<file path="config.mk">
export PLATFORM = sky130hd
export DESIGN_NAME = skyline_atlas_allocator
export DESIGN_NICKNAME = d
export VERILOG_FILES = /design/src/rtl/core/sky_pkg.sv /design/src/rtl/core/sky_ram.sv /design/src/rtl/core/sky_ctrl.sv /design/src/rtl/core/skyline_atlas_allocator.sv
export SDC_FILE = /design/constraint.sdc
export NUM_CORES = 2
export LEC_CHECK = 0
export BUFFER_PORTS_ARGS = -buffer_cell sky130_fd_sc_hd__buf_2
export CAP_MARGIN = 20
export CORE_UTILIZATION = 60
export DETAILED_ROUTE_END_ITERATION = 12
export PLACE_DENSITY_LB_ADDON = 0.3
export SYNTH_ARGS = -nofsm -noshare
export SYNTH_HDL_FRONTEND = slang
export SYNTH_SLANG_ARGS = --single-unit
</file>
<file path="constraint.sdc">
create_clock -name i_clk -period 10.1 [get_ports i_clk]
set_clock_uncertainty 0.15 [all_clocks]
set_input_delay 3.03 -clock i_clk [delete_from_list [all_inputs] [get_ports i_clk]]
set_output_delay 3.03 -clock i_clk [all_outputs]
set_load 0.005 [all_outputs]
</file>
<file path="src/rtl/core/sky_pkg.sv">
// Shared types and field widths for the skyline atlas allocator.
// No dependencies; imported by sky_ctrl and skyline_atlas_allocator.
package sky_pkg;

    localparam int RECT_W   = 8;   // width of rect_width / rect_height
    localparam int PAGE_W   = 3;   // width of page_index
    localparam int POS_W    = 7;   // width of pos_x / pos_y

    // One placement result as it travels from the sequencer to the output register.
    typedef struct packed {
        logic              found;
        logic [PAGE_W-1:0] page_index;
        logic [POS_W-1:0]  pos_x;
        logic [POS_W-1:0]  pos_y;
    } t_sky_res;

endpackage

</file>
<file path="src/rtl/core/sky_ram.sv">
// Simple dual-port synchronous RAM: one write port, one read port, registered read data.
// Depends on nothing; instantiated by sky_ctrl.
module sky_ram #(
    parameter int DEPTH = 128,
    parameter int WIDTH = 8,
    localparam int AW   = (DEPTH > 1) ? $clog2(DEPTH) : 1
) (
    input  logic             i_clk,
    input  logic             i_we,
    input  logic [AW-1:0]    i_waddr,
    input  logic [WIDTH-1:0] i_wdata,
    input  logic [AW-1:0]    i_raddr,
    output logic [WIDTH-1:0] o_rdata
);

    logic [WIDTH-1:0] r_mem [DEPTH];
    logic [WIDTH-1:0] r_rdata;

    always_ff @(posedge i_clk) begin
        if (i_we) begin
            r_mem[i_waddr] <= i_wdata;
        end
        r_rdata <= r_mem[i_raddr];
    end

    assign o_rdata = r_rdata;

endmodule

</file>
<file path="src/rtl/core/sky_ctrl.sv">
// Placement sequencer: column fill store, prefix-maximum scratch store and the scan FSM.
// Depends on sky_pkg and sky_ram.
module sky_ctrl import sky_pkg::*; #(
    parameter int PAGES   = 1,
    parameter int COLUMNS = 128,
    parameter int ROWS    = 128
) (
    input  logic              i_clk,
    input  logic              i_rst_n,
    input  logic              i_start,
    input  logic [RECT_W-1:0] i_width,
    input  logic [RECT_W-1:0] i_height,
    output logic              o_idle,
    output logic              o_done,
    input  logic              i_ack,
    output t_sky_res          o_res
);

    localparam int DEPTH = PAGES * COLUMNS;
    localparam int AW    = (DEPTH > 1) ? $clog2(DEPTH) : 1;
    localparam int CW    = $clog2(COLUMNS);
    localparam int FW    = $clog2(ROWS + 1);
    localparam int PGW   = (PAGES > 1) ? $clog2(PAGES) : 1;
    localparam int MW    = (CW > FW) ? CW : FW;
    localparam int SW    = ((MW > RECT_W) ? MW : RECT_W) + 2;

    localparam logic [3:0] S_CLR  = 4'd0;
    localparam logic [3:0] S_IDLE = 4'd1;
    localparam logic [3:0] S_P1   = 4'd2;
    localparam logic [3:0] S_P1D  = 4'd3;
    localparam logic [3:0] S_P2   = 4'd4;
    localparam logic [3:0] S_P2D  = 4'd5;
    localparam logic [3:0] S_CHK  = 4'd6;
    localparam logic [3:0] S_WR   = 4'd7;
    localparam logic [3:0] S_DONE = 4'd8;

    logic [3:0]        r_state, n_state;
    logic [AW-1:0]     r_clr_addr;
    logic [RECT_W-1:0] r_w, r_h, r_cnt, r_wk;
    logic [PGW-1:0]    r_page;
    logic [AW-1:0]     r_base;
    logic [CW-1:0]     r_i;
    logic              r_pv, r_ppass, r_pflag, r_pwin;
    logic [CW-1:0]     r_pidx;
    logic [FW-1:0]     r_prev, r_suf, r_best;
    logic [CW-1:0]     r_bestx;
    logic              r_any;
    t_sky_res          r_res;

    // memory ports
    logic              fill_we;
    logic [AW-1:0]     fill_waddr, fill_raddr;
    logic [FW-1:0]     fill_wdata, fill_rdata;
    logic              pre_we;
    logic [CW-1:0]     pre_waddr, pre_raddr;
    logic [FW-1:0]     pre_wdata, pre_rdata;

    logic [SW-1:0]     win_end, w_ext, top_sum;
    logic              win_ok, too_wide, fits;
    logic [FW-1:0]     pval, sval, top;
    logic              last_i, blk_start, blk_end;
    logic [RECT_W-1:0] w_m1;

    sky_ram #(.DEPTH(DEPTH), .WIDTH(FW)) u_fill (
        .i_clk   (i_clk),
        .i_we    (fill_we),
        .i_waddr (fill_waddr),
        .i_wdata (fill_wdata),
        .i_raddr (fill_raddr),
        .o_rdata (fill_rdata)
    );

    sky_ram #(.DEPTH(COLUMNS), .WIDTH(FW)) u_pre (
        .i_clk   (i_clk),
        .i_we    (pre_we),
        .i_waddr (pre_waddr),
        .i_wdata (pre_wdata),
        .i_raddr (pre_raddr),
        .o_rdata (pre_rdata)
    );

    assign w_m1      = r_w - RECT_W'(1);
    assign w_ext     = SW'(r_w);
    assign win_end   = SW'(r_i) + w_ext;
    assign win_ok    = (win_end <= SW'(COLUMNS));
    assign too_wide  = (SW'(i_width) > SW'(COLUMNS));
    assign last_i    = (r_i == CW'(COLUMNS - 1));
    assign blk_start = (r_cnt == '0);
    assign blk_end   = last_i || (r_cnt == w_m1);
    assign top_sum   = SW'(r_best) + SW'(r_h);
    assign fits      = r_any && (top_sum <= SW'(ROWS));

    // data returning from the read issued in the previous cycle
    assign pval = (r_pflag || fill_rdata > r_prev) ? fill_rdata : r_prev;
    assign sval = (r_pflag || fill_rdata > r_suf)  ? fill_rdata : r_suf;
    assign top  = (pre_rdata > sval) ? pre_rdata : sval;

    assign fill_raddr = r_base + AW'(r_i);
    assign pre_raddr  = CW'(win_end - SW'(1));

    assign pre_we    = r_pv && !r_ppass;
    assign pre_waddr = r_pidx;
    assign pre_wdata = pval;

    always_comb begin
        fill_we    = 1'b0;
        fill_waddr = r_clr_addr;
        fill_wdata = '0;
        if (r_state == S_CLR) begin
            fill_we = 1'b1;
        end else if (r_state == S_WR) begin
            fill_we    = 1'b1;
            fill_waddr = r_base + AW'(SW'(r_bestx) + SW'(r_wk));
            fill_wdata = FW'(top_sum);
        end
    end

    always_comb begin
        n_state = r_state;
        case (r_state)
            S_CLR: begin
                if (r_clr_addr == AW'(DEPTH - 1)) n_state = S_IDLE;
            end
            S_IDLE: begin
                if (i_start) begin
                    if (i_width == '0 || i_height == '0 || too_wide) n_state = S_DONE;
                    else n_state = S_P1;
                end
            end
            S_P1: begin
                if (last_i) n_state = S_P1D;
            end
            S_P1D: n_state = S_P2;
            S_P2: begin
                if (r_i == '0) n_state = S_P2D;
            end
            S_P2D: n_state = S_CHK;
            S_CHK: begin
                if (fits) n_state = S_WR;
                else if (r_page == PGW'(PAGES - 1)) n_state = S_DONE;
                else n_state = S_P1;
            end
            S_WR: begin
                if (r_wk == w_m1) n_state = S_DONE;
            end
            S_DONE: begin
                if (i_ack) n_state = S_IDLE;
            end
            default: n_state = S_IDLE;
        endcase
    end

    // control state
    always_ff @(posedge i_clk) begin
        if (!i_rst_n) begin
            r_state    <= S_CLR;
            r_clr_addr <= '0;
            r_pv       <= 1'b0;
        end else begin
            r_state <= n_state;
            r_pv    <= (r_state == S_P1) || (r_state == S_P2);
            if (r_state == S_CLR) r_clr_addr <= r_clr_addr + AW'(1);
        end
    end

    // datapath
    always_ff @(posedge i_clk) begin
        if (r_pv && !r_ppass) r_prev <= pval;
        if (r_pv && r_ppass) begin
            r_suf <= sval;
            if (r_pwin && (top < r_best || (r_any && top == r_best))) begin
                r_best  <= top;
                r_bestx <= r_pidx;
                r_any   <= 1'b1;
            end
        end
        case (r_state)
            S_IDLE: begin
                r_w    <= i_width;
                r_h    <= i_height;
                r_page <= '0;
                r_base <= '0;
                r_i    <= '0;
                r_cnt  <= '0;
                r_res  <= '0;
            end
            S_P1: begin
                r_ppass <= 1'b0;
                r_pidx  <= r_i;
                r_pflag <= blk_start;
                if (!last_i) begin
                    r_i   <= r_i + CW'(1);
                    r_cnt <= (r_cnt == w_m1) ? '0 : r_cnt + RECT_W'(1);
                end
            end
            S_P1D: begin
                r_i    <= CW'(COLUMNS - 1);
                r_best <= FW'(ROWS);
                r_any  <= 1'b0;
            end
            S_P2: begin
                r_ppass <= 1'b1;
                r_pidx  <= r_i;
                r_pflag <= blk_end;
                r_pwin  <= win_ok;
                r_cnt   <= blk_start ? w_m1 : r_cnt - RECT_W'(1);
                if (r_i != '0) r_i <= r_i - CW'(1);
            end
            S_CHK: begin
                r_wk  <= '0;
                r_i   <= '0;
                r_cnt <= '0;
                if (!fits && r_page != PGW'(PAGES - 1)) begin
                    r_page <= r_page + PGW'(1);
                    r_base <= r_base + AW'(COLUMNS);
                end
            end
            S_WR: begin
                r_wk <= r_wk + RECT_W'(1);
                if (r_wk == w_m1) begin
                    r_res.found      <= 1'b1;
                    r_res.page_index <= PAGE_W'(r_page);
                    r_res.pos_x      <= POS_W'(r_bestx);
                    r_res.pos_y      <= POS_W'(r_best);
                end
            end
            default: begin
            end
        endcase
    end

    assign o_idle = (r_state == S_IDLE);
    assign o_done = (r_state == S_DONE);
    assign o_res  = r_res;

endmodule

</file>
<file path="src/rtl/core/skyline_atlas_allocator.sv">
// Skyline atlas allocator: places rectangles into PAGES atlas pages of COLUMNS x ROWS cells.
// Depends on sky_pkg and sky_ctrl (which holds the column fill memory).
//
// Each page keeps a filled height per column in a synchronous RAM. A request
// tries the pages in order; on a page every start column is scored by the
// highest fill under the rectangle and the leftmost lowest start wins. Window
// maxima come from two sweeps over the page's columns: a left-to-right sweep
// stores block prefix maxima (blocks of rect_width columns) in a scratch RAM,
// and a right-to-left sweep forms block suffix maxima and combines the two.
// The running time is set by the single read port of the fill RAM, which is read
// once per column per sweep, and by writing back one column per cycle. A
// zero-sized or over-wide request returns "not found" without a scan. After
// reset, a clearing pass zeroes the fill RAM one entry per cycle; o_in_stall is
// held high throughout. Items are taken one at a time; a finished result waits in
// the output register while the next item is accepted and processed.
module skyline_atlas_allocator import sky_pkg::*; #(
    parameter int PAGES   = 1,
    parameter int COLUMNS = 128,
    parameter int ROWS    = 128
) (
    input  logic              i_clk,
    input  logic              i_rst_n,
    // request channel
    input  logic              i_in_valid,
    output logic              o_in_stall,
    input  logic [RECT_W-1:0] i_rect_width,
    input  logic [RECT_W-1:0] i_rect_height,
    // result channel
    output logic              o_out_valid,
    input  logic              i_out_stall,
    output logic              o_found,
    output logic [PAGE_W-1:0] o_page_index,
    output logic [POS_W-1:0]  o_pos_x,
    output logic [POS_W-1:0]  o_pos_y
);

    logic     ctrl_idle, ctrl_done, ctrl_ack;
    t_sky_res ctrl_res;
    logic     r_out_valid;
    t_sky_res r_out;

    // Accept a transfer only while the sequencer is idle.
    assign o_in_stall = !ctrl_idle;

    sky_ctrl #(.PAGES(PAGES), .COLUMNS(COLUMNS), .ROWS(ROWS)) u_ctrl (
        .i_clk    (i_clk),
        .i_rst_n  (i_rst_n),
        .i_start  (i_in_valid && ctrl_idle),
        .i_width  (i_rect_width),
        .i_height (i_rect_height),
        .o_idle   (ctrl_idle),
        .o_done   (ctrl_done),
        .i_ack    (ctrl_ack),
        .o_res    (ctrl_res)
    );

    // Load the output register when it is empty or being drained this cycle.
    assign ctrl_ack = ctrl_done && (!r_out_valid || !i_out_stall);

    always_ff @(posedge i_clk) begin
        if (!i_rst_n) begin
            r_out_valid <= 1'b0;
        end else if (ctrl_ack) begin
            r_out_valid <= 1'b1;
        end else if (!i_out_stall) begin
            r_out_valid <= 1'b0;
        end
    end

    // Hold the payload while stalled; advance only on a new result.
    always_ff @(posedge i_clk) begin
        if (ctrl_ack) begin
            r_out <= ctrl_res;
        end
    end

    assign o_out_valid  = r_out_valid;
    assign o_found      = r_out.found;
    assign o_page_index = r_out.page_index;
    assign o_pos_x      = r_out.pos_x;
    assign o_pos_y      = r_out.pos_y;

endmodule
</file>
### Yosys cells after proc, flatten, opt, wreduce, memory -nomap -nowiden

Memory sizes are Yosys's and may differ from the RTL's. A register that Yosys moved wholly into a read port is not among the register bits.
Cells that the tools add are included.

| cells by class | value |
|---|---|
| equal/unequal tests | 23 |
| reduce and logical (&&, ||, !) cells | 41 |
| $add $sub $neg | 12 |
| muxes and demuxes | 39 |
| order comparisons | 7 |

Operator list:

| cell | count |
|---|---|
| $mux 8 | 8 |
| $mux 4 | 9 |
| $pmux 18 s2 | 1 |
| $pmux 4 s9 | 1 |
| $mux 7 | 4 |
| $pmux 7 s4 | 1 |
| $eq 8x8->1 | 3 |
| $gt 8x8->1 | 3 |
| $logic_not 8->1 | 3 |
| $pmux 8 s3 | 1 |
| $mux 18 | 1 |
| $add 8x1->8 const B | 2 |
| $eq 4x3->1 const B | 4 |
| $pmux 8 s2 | 1 |
| $sub 8x1->8 const B | 2 |
| $add 7x1->7 const B | 2 |
| $eq 7x7->1 const B | 2 |
| $sub 7x1->7 const B | 2 |
| $ne 2x1->1 const B | 6 |
| $le 10x8->1 const B | 1 |
| $add 7x8->9 | 1 |
| $add 8x8->9 | 1 |
| $le 9x8->1 const B | 1 |
| $mux 1 | 9 |
| 22 further kinds | 53 |

| storage, ports and cells | value |
|---|---|
| bits in writable memories | 2,048 |
| flip-flop bits (word level) | 131 |
| output and inout bits | 20 |
| input bits | 20 |
| memories | 2 |
| word-level logic and storage cells | 151 |

Memories:

| name | depth | width | read ports | clocked after Yosys merged registers in | write ports | RTL line | RTL |
|---|---|---|---|---|---|---|---|
| u_ctrl.u_fill.r_mem | 128 | 8 | 1 | 1 | 1 | sky_ram.sv:16 | `logic [WIDTH-1:0] r_mem [DEPTH];` |
| u_ctrl.u_pre.r_mem | 128 | 8 | 1 | 1 | 1 | sky_ram.sv:16 |  |

### Depth between registers and ports, before layout

| depth | value |
|---|---|
| depth in word-level cells | 10 |
| depth in mapped cells | 28 |
| gate-level depth less buffers | 27 |

### Modules after synthesis

From an unflattened synthesis, not the netlist that was laid out.

| second synthesis, totals | value |
|---|---|
| cells, all modules | 4,075 |
| area total of the unflattened synthesis | 87,470.1 sq um |

Modules (own cells, without submodules):

| module | area each (sq um) | cells each | instances | seq. area each (sq um) |
|---|---|---|---|---|
| sky_ram | 39,665.5 | 1,635 | 2 | 30,909.6 |
| sky_ctrl | 7,549.7 | 781 | 1 | 3,093.0 |
| skyline_atlas_allocator | 589.3 | 24 | 1 | 560.5 |

### Least setup slack after synthesis

OpenSTA, ideal clock, no wires.

| timing | value |
|---|---|
| kind | register -> register |
| start point | register u_ctrl.r_prev[2] |
| end point | register u_ctrl.r_prev[0] (data pin) |
| data required time | 8,743 ps |
| setup time | 1,207 ps |
| setup slack | 2,371 ps |
| buffers on the path | 0 |
| period minus slack after synthesis | 7,729 ps |
| stages on the path, launching flop included | 10 |
| data arrival time | 6,371 ps |
| cells stage by stage | edfxtp_1 inv_1 ha_1 nand3_1 nor2_1 a211o_1 a21oi_1 o21ai_0 a21oi_1 o21ai_0 |

| on the way | value |
|---|---|
| longest elaborated chain between the ends | 3 |

RTL lines:

| item | RTL line | RTL |
|---|---|---|
| from (decl) | sky_ctrl.sv:45 | `logic [FW-1:0] r_prev, r_suf, r_best;` |
| from (signal assigned) | sky_ctrl.sv:168 | `if (r_pv && !r_ppass) r_prev <= pval;` |
| $gt 8x8->1 | sky_ctrl.sv:94 | `assign pval = (r_pflag \|\| fill_rdata > r_prev) ? fill_rdata : r_prev;` |
| $logic_or 1x1->1 | sky_ctrl.sv:94 |  |
| $mux 8 | sky_ctrl.sv:94 |  |
| net u_ctrl.pre_wdata[0] | sky_ctrl.sv:56 | `logic [FW-1:0] pre_wdata, pre_rdata;` |

The timed path passes the listed nets, and every way through them passes these cells.
A chain may end at the register's enable or synchronous reset.

### Final worst setup path

| timing | value |
|---|---|
| start point | register u_ctrl.r_suf[5] |
| end point | register u_ctrl.r_best[7] |

| on the way | value |
|---|---|
| longest elaborated chain between the ends | 10 |
| elaborated cells on any way between the ends | 11 |
| classes of those cells | 3 x order compare; 1 x eq/ne; 2 x mux; 5 x reduce/logical |

RTL lines:

| item | RTL line | RTL |
|---|---|---|
| from (decl) | sky_ctrl.sv:45 |  |
| from (signal assigned) | sky_ctrl.sv:170 | `r_suf <= sval;` |
| $gt 8x8->1 (*) | sky_ctrl.sv:95 | `assign sval = (r_pflag \|\| fill_rdata > r_suf) ? fill_rdata : r_suf;` |
| $logic_or 1x1->1 (*) | sky_ctrl.sv:95 |  |
| $mux 8 (*) | sky_ctrl.sv:95 |  |
| net u_ctrl.sval[7] | sky_ctrl.sv:60 | `logic [FW-1:0] pval, sval, top;` |
| $gt 8x8->1 | sky_ctrl.sv:96 | `assign top = (pre_rdata > sval) ? pre_rdata : sval;` |
| $mux 8 (*) | sky_ctrl.sv:96 |  |
| net u_ctrl.top[7] | sky_ctrl.sv:60 |  |
| parallel branches: the longest is 5 deep, another holds $lt 8x8->1 | n/a |  |
| to (signal assigned) | sky_ctrl.sv:172 | `r_best <= top;` |
| to (signal assigned) | sky_ctrl.sv:198 | `r_best <= FW'(ROWS);` |
| to (decl) | sky_ctrl.sv:45 |  |

Mark *: on every way through the listed nets, which the timed path passes.

==> impl_metrics.tcl <==
set metrics [dict create \
    outcome "finished, final reports clean" \
    min_path_type "register to register" \
    yosys_warnings 0 \
    drtIter0Drc 5088 \
    cts_buffers 207 \
    path_clk_slew_ps 60 \
    gp_congestion 0.8677 \
    postCtsSetupBuffers 0 \
    antenna_found_initial 1 \
    drv_slew 0 \
    critPathMaxStageDelay_ps 670 \
    pre_cts_slack_ps 3631 \
    critPathKind "register to register" \
    start_util_pct 60.38 \
    critPathTopFamily "compound AO/OA/AOI/OAI gates" \
    synthFlopType "edfxtp_1" \
    cts.sinks 2191 \
    ctsLongestPathBuffers 3 \
    cts_tree "built" \
    path_buf_inv 3 \
    p_clk_share_pct 38.0 \
    cp_cell_sequence "inv_1, ha_1, a211o_1, a21boi_0, o211ai_1, nand2_1, mux2_2, inv_1, ha_1, a21oi_1, o21a_1, o21ai_0, nor2_1, nor2_1, o21ai_0, or2_2, mux2_2, ha_1, nand2_1, a21oi_1, a221oi_1, o211ai_1, clkinv_1, a21bo_2" \
    wirelength_um 196000 \
    cts_root_buf "clkbuf_16" \
    met1_usage_pct 37.53 \
    cts_hold_buf 0 \
    drive_above_1_share_pct 23.47 \
    layout.cells.most_common "edfxtp_1" \
    pwr-share-seq_pct 51.0 \
    drc_errors 0 \
    switchingPower_mw 4.831 \
    synthCells 4438 \
    yosysSeqAreaShare_pct 74.42 \
    cp.depth 24 \
    setup_ws_ps 3514 \
    die_w_um 384.7 \
    required_ps 10650 \
    vias_per_cell 6.552 \
    io_buffers 37 \
    crit_path_frequent_cell "ha_1" \
    clock_latency_ps 840 \
    internal-power_mw 14.98 \
    setup_viol 0 \
    finalCritPeriodShare_pct 65.20 \
    pin_count 40 \
    async_flop_share_pct 0 \
    met2_usage_pct 43.77 \
    rsz0062_at_grt "no" \
    grt_max_degree 129 \
    die_y_um 384.7 \
    avgSynthCellArea_sq_um 19.80 \
    period_minus_slack_ps 6586 \
    combinationalPowerShare_pct 11.0 \
    crit_fanout 14 \
    hold_viol 0 \
    ir_drop_mv 0.2084 \
    final_cell_mix "2153 x edfxtp_1, 580 x mux4_2, 286 x nand2_1" \
    htreeDepth 4 \
    synth-edff-count 2153 \
    whs_ps 269.4 \
    dieArea_sq_um 148000 \
    timing.fmax_ghz 0.1518 \
    track_usage_pct 26.96 \
    ys_types 74 \
    worst_pin_slew_ps 1087 \
    busiest_layer "met2" \
    dp_hpwl_um 114500 \
    via_count 43910 \
    cp_slowest_cell "o211ai_1" \
    core_area_sq_um 145600 \
    tns_ps 0 \
    slew_headroom_pct 27.17 \
    max_cap_viol_count 0 \
    wire_per_inst_um 29.25 \
    switching_share_pct 24.38 \
    p_per_area_nw_per_um2 203.1 \
    synth-seq-cells 2191 \
    cts.repair.resized 0 \
    grt_pass1_vias 44374 \
    min_path_cells 0 \
    syn_to_final_growth_pct 10.97 \
    grtUsageMet3_pct 4.523 \
    final_nets 4697 \
    cp-start-kind "register" \
    fillerInstances 8938 \
    globalRoute.totalOverflow 0 \
    synthesis.area_sq_um 87890 \
    dr.pass1.iters 6 \
    worst_setup_path_end_kind "register" \
    leakage_nw 29.10 \
    crit_arrival_ps 7130 \
    reg2reg_depth 24 \
    rows 140 \
    grt_pass1_wl_um 291700 \
    ant_nets 0 \
]
[metal layers]
layer  up-vias  part of all wire [%]
met2      2217                    50
li1      18469                     -
met3       381                   8.2
met4         0                   3.5
met1     22843                    39
met5         -                     0
[final timing paths]
kind                         start  slack [ps]          endpoint
setup / recovery   u_ctrl.r_suf[5]        3510  u_ctrl.r_best[7]
hold / removal    u_ctrl.o_res[13]         270        o_pos_x[6]
setup reg to reg   u_ctrl.r_suf[5]        3510  u_ctrl.r_best[7]
hold reg to reg   u_ctrl.o_res[13]         270        o_pos_x[6]
[flip-flops by register name, indices dropped and copies added, names as in the netlist, 4 cells and up]
signal                 flops
u_ctrl.u_pre.r_mem      1024
u_ctrl.u_pre.o_rdata       8
o_pos_x                    7
u_ctrl.r_bestx             7
u_ctrl.r_state             4
u_ctrl.r_wk                8
u_ctrl.pre_waddr           7
u_ctrl.r_best              8
u_ctrl.r_clr_addr          7
u_ctrl.u_fill.r_mem     1024
u_ctrl.u_fill.o_rdata      8
u_ctrl.r_cnt               8
u_ctrl.r_prev              8
u_ctrl.r_w                 8
o_pos_y                    7
u_ctrl.r_i                 7
u_ctrl.o_res              16
u_ctrl.r_suf               8
u_ctrl.r_h                 8
[through the flow]
step	utilization, %	std cells	total power [mW]	area [sq um]
after floorplan	-	4439	11.72	87900
after global placement	62.32	6288	12.43	90710
after detailed placement	62.42	6312	12.46	90860
after CTS	66.95	6696	19.89	97450
after global routing	67.00	6701	20.36	97530
final	67.00	6702	19.81	97530
[power by group through the flow]
stage | sequential (mW) | combinational [mW] | clock, mW
final | 10.1 | 2.19 | 7.53
after global routing | 10.1 | 2.32 | 7.94
after CTS | 10.1 | 2.18 | 7.61
after detailed placement | 10.3 | 2.17 | 0
after global placement | 10.3 | 2.14 | 0
after floorplan | 10.3 | 1.47 | 0
[worst reg2reg max path, stage by stage (launching register included)]
cell      delay, ps
edfxtp_1        380
inv_1            70
ha_1            230
a211o_1         290
a21boi_0        200
o211ai_1        160
nand2_1         350
mux2_2          430
inv_1            70
ha_1            250
a21oi_1         170
o21a_1          180
o21ai_0         150
nor2_1          320
nor2_1           90
o21ai_0         110
or2_2           270
mux2_2          390
ha_1            300
nand2_1          70
a21oi_1         110
a221oi_1         80
o211ai_1        670
clkinv_1        630
a21bo_2         360
[cells in the mapped netlist (38+ instances only)]
| master | n | area share (%) |
|---|---|---|
| nor3_1 | 108 | 0.61 |
| a211oi_1 | 39 | 0.33 |
| clkbuf_1 | 138 | 0.59 |
| o21ai_0 | 58 | 0.33 |
| a21oi_1 | 67 | 0.38 |
| mux2i_1 | 68 | 0.77 |
| edfxtp_1 | 2153 | 74 |
| nor2_1 | 243 | 1.0 |
| xor2_1 | 39 | 0.39 |
| buf_2 | 64 | 0.36 |
| dfxtp_1 | 38 | 0.87 |
| ha_1 | 64 | 0.91 |
| inv_1 | 62 | 0.26 |
| nand2_1 | 286 | 1.2 |
| nand3_1 | 62 | 0.35 |
| mux4_2 | 580 | 15 |
[area by class of cell]
type	instances	area, sq um	share of cell area [%]
Clock buffer	260	5379	5.515
Timing Repair Buffer	201	1521	1.560
Multi-Input combinational cell	1944	21370	21.91
Inverter	64	240.2	0.2463
Antenna cell	1	2.502	0.002566
Clock inverter	124	1209	1.239
Sequential cell	2191	65410	67.07
Tap cell	1917	2399	2.459
[logic make-up (layout without fill, tap and decap cells)]
group                      count (synthesis)  in the layout  share of synthesized area (%)
AOI/OAI and AO/OA                        305            305                          2.259
buffers and inverters                    304            649                          1.462
muxes                                    663            663                          15.83
other                                      1              3                       0.004267
adders and majority gates                 69             69                          1.014
xor gates and xnor gates                  76             76                         0.7573
DFF                                     2191           2191                          74.42
and+or+nand+nor                          829            829                          4.252
Power figures use the tool's default switching activity.
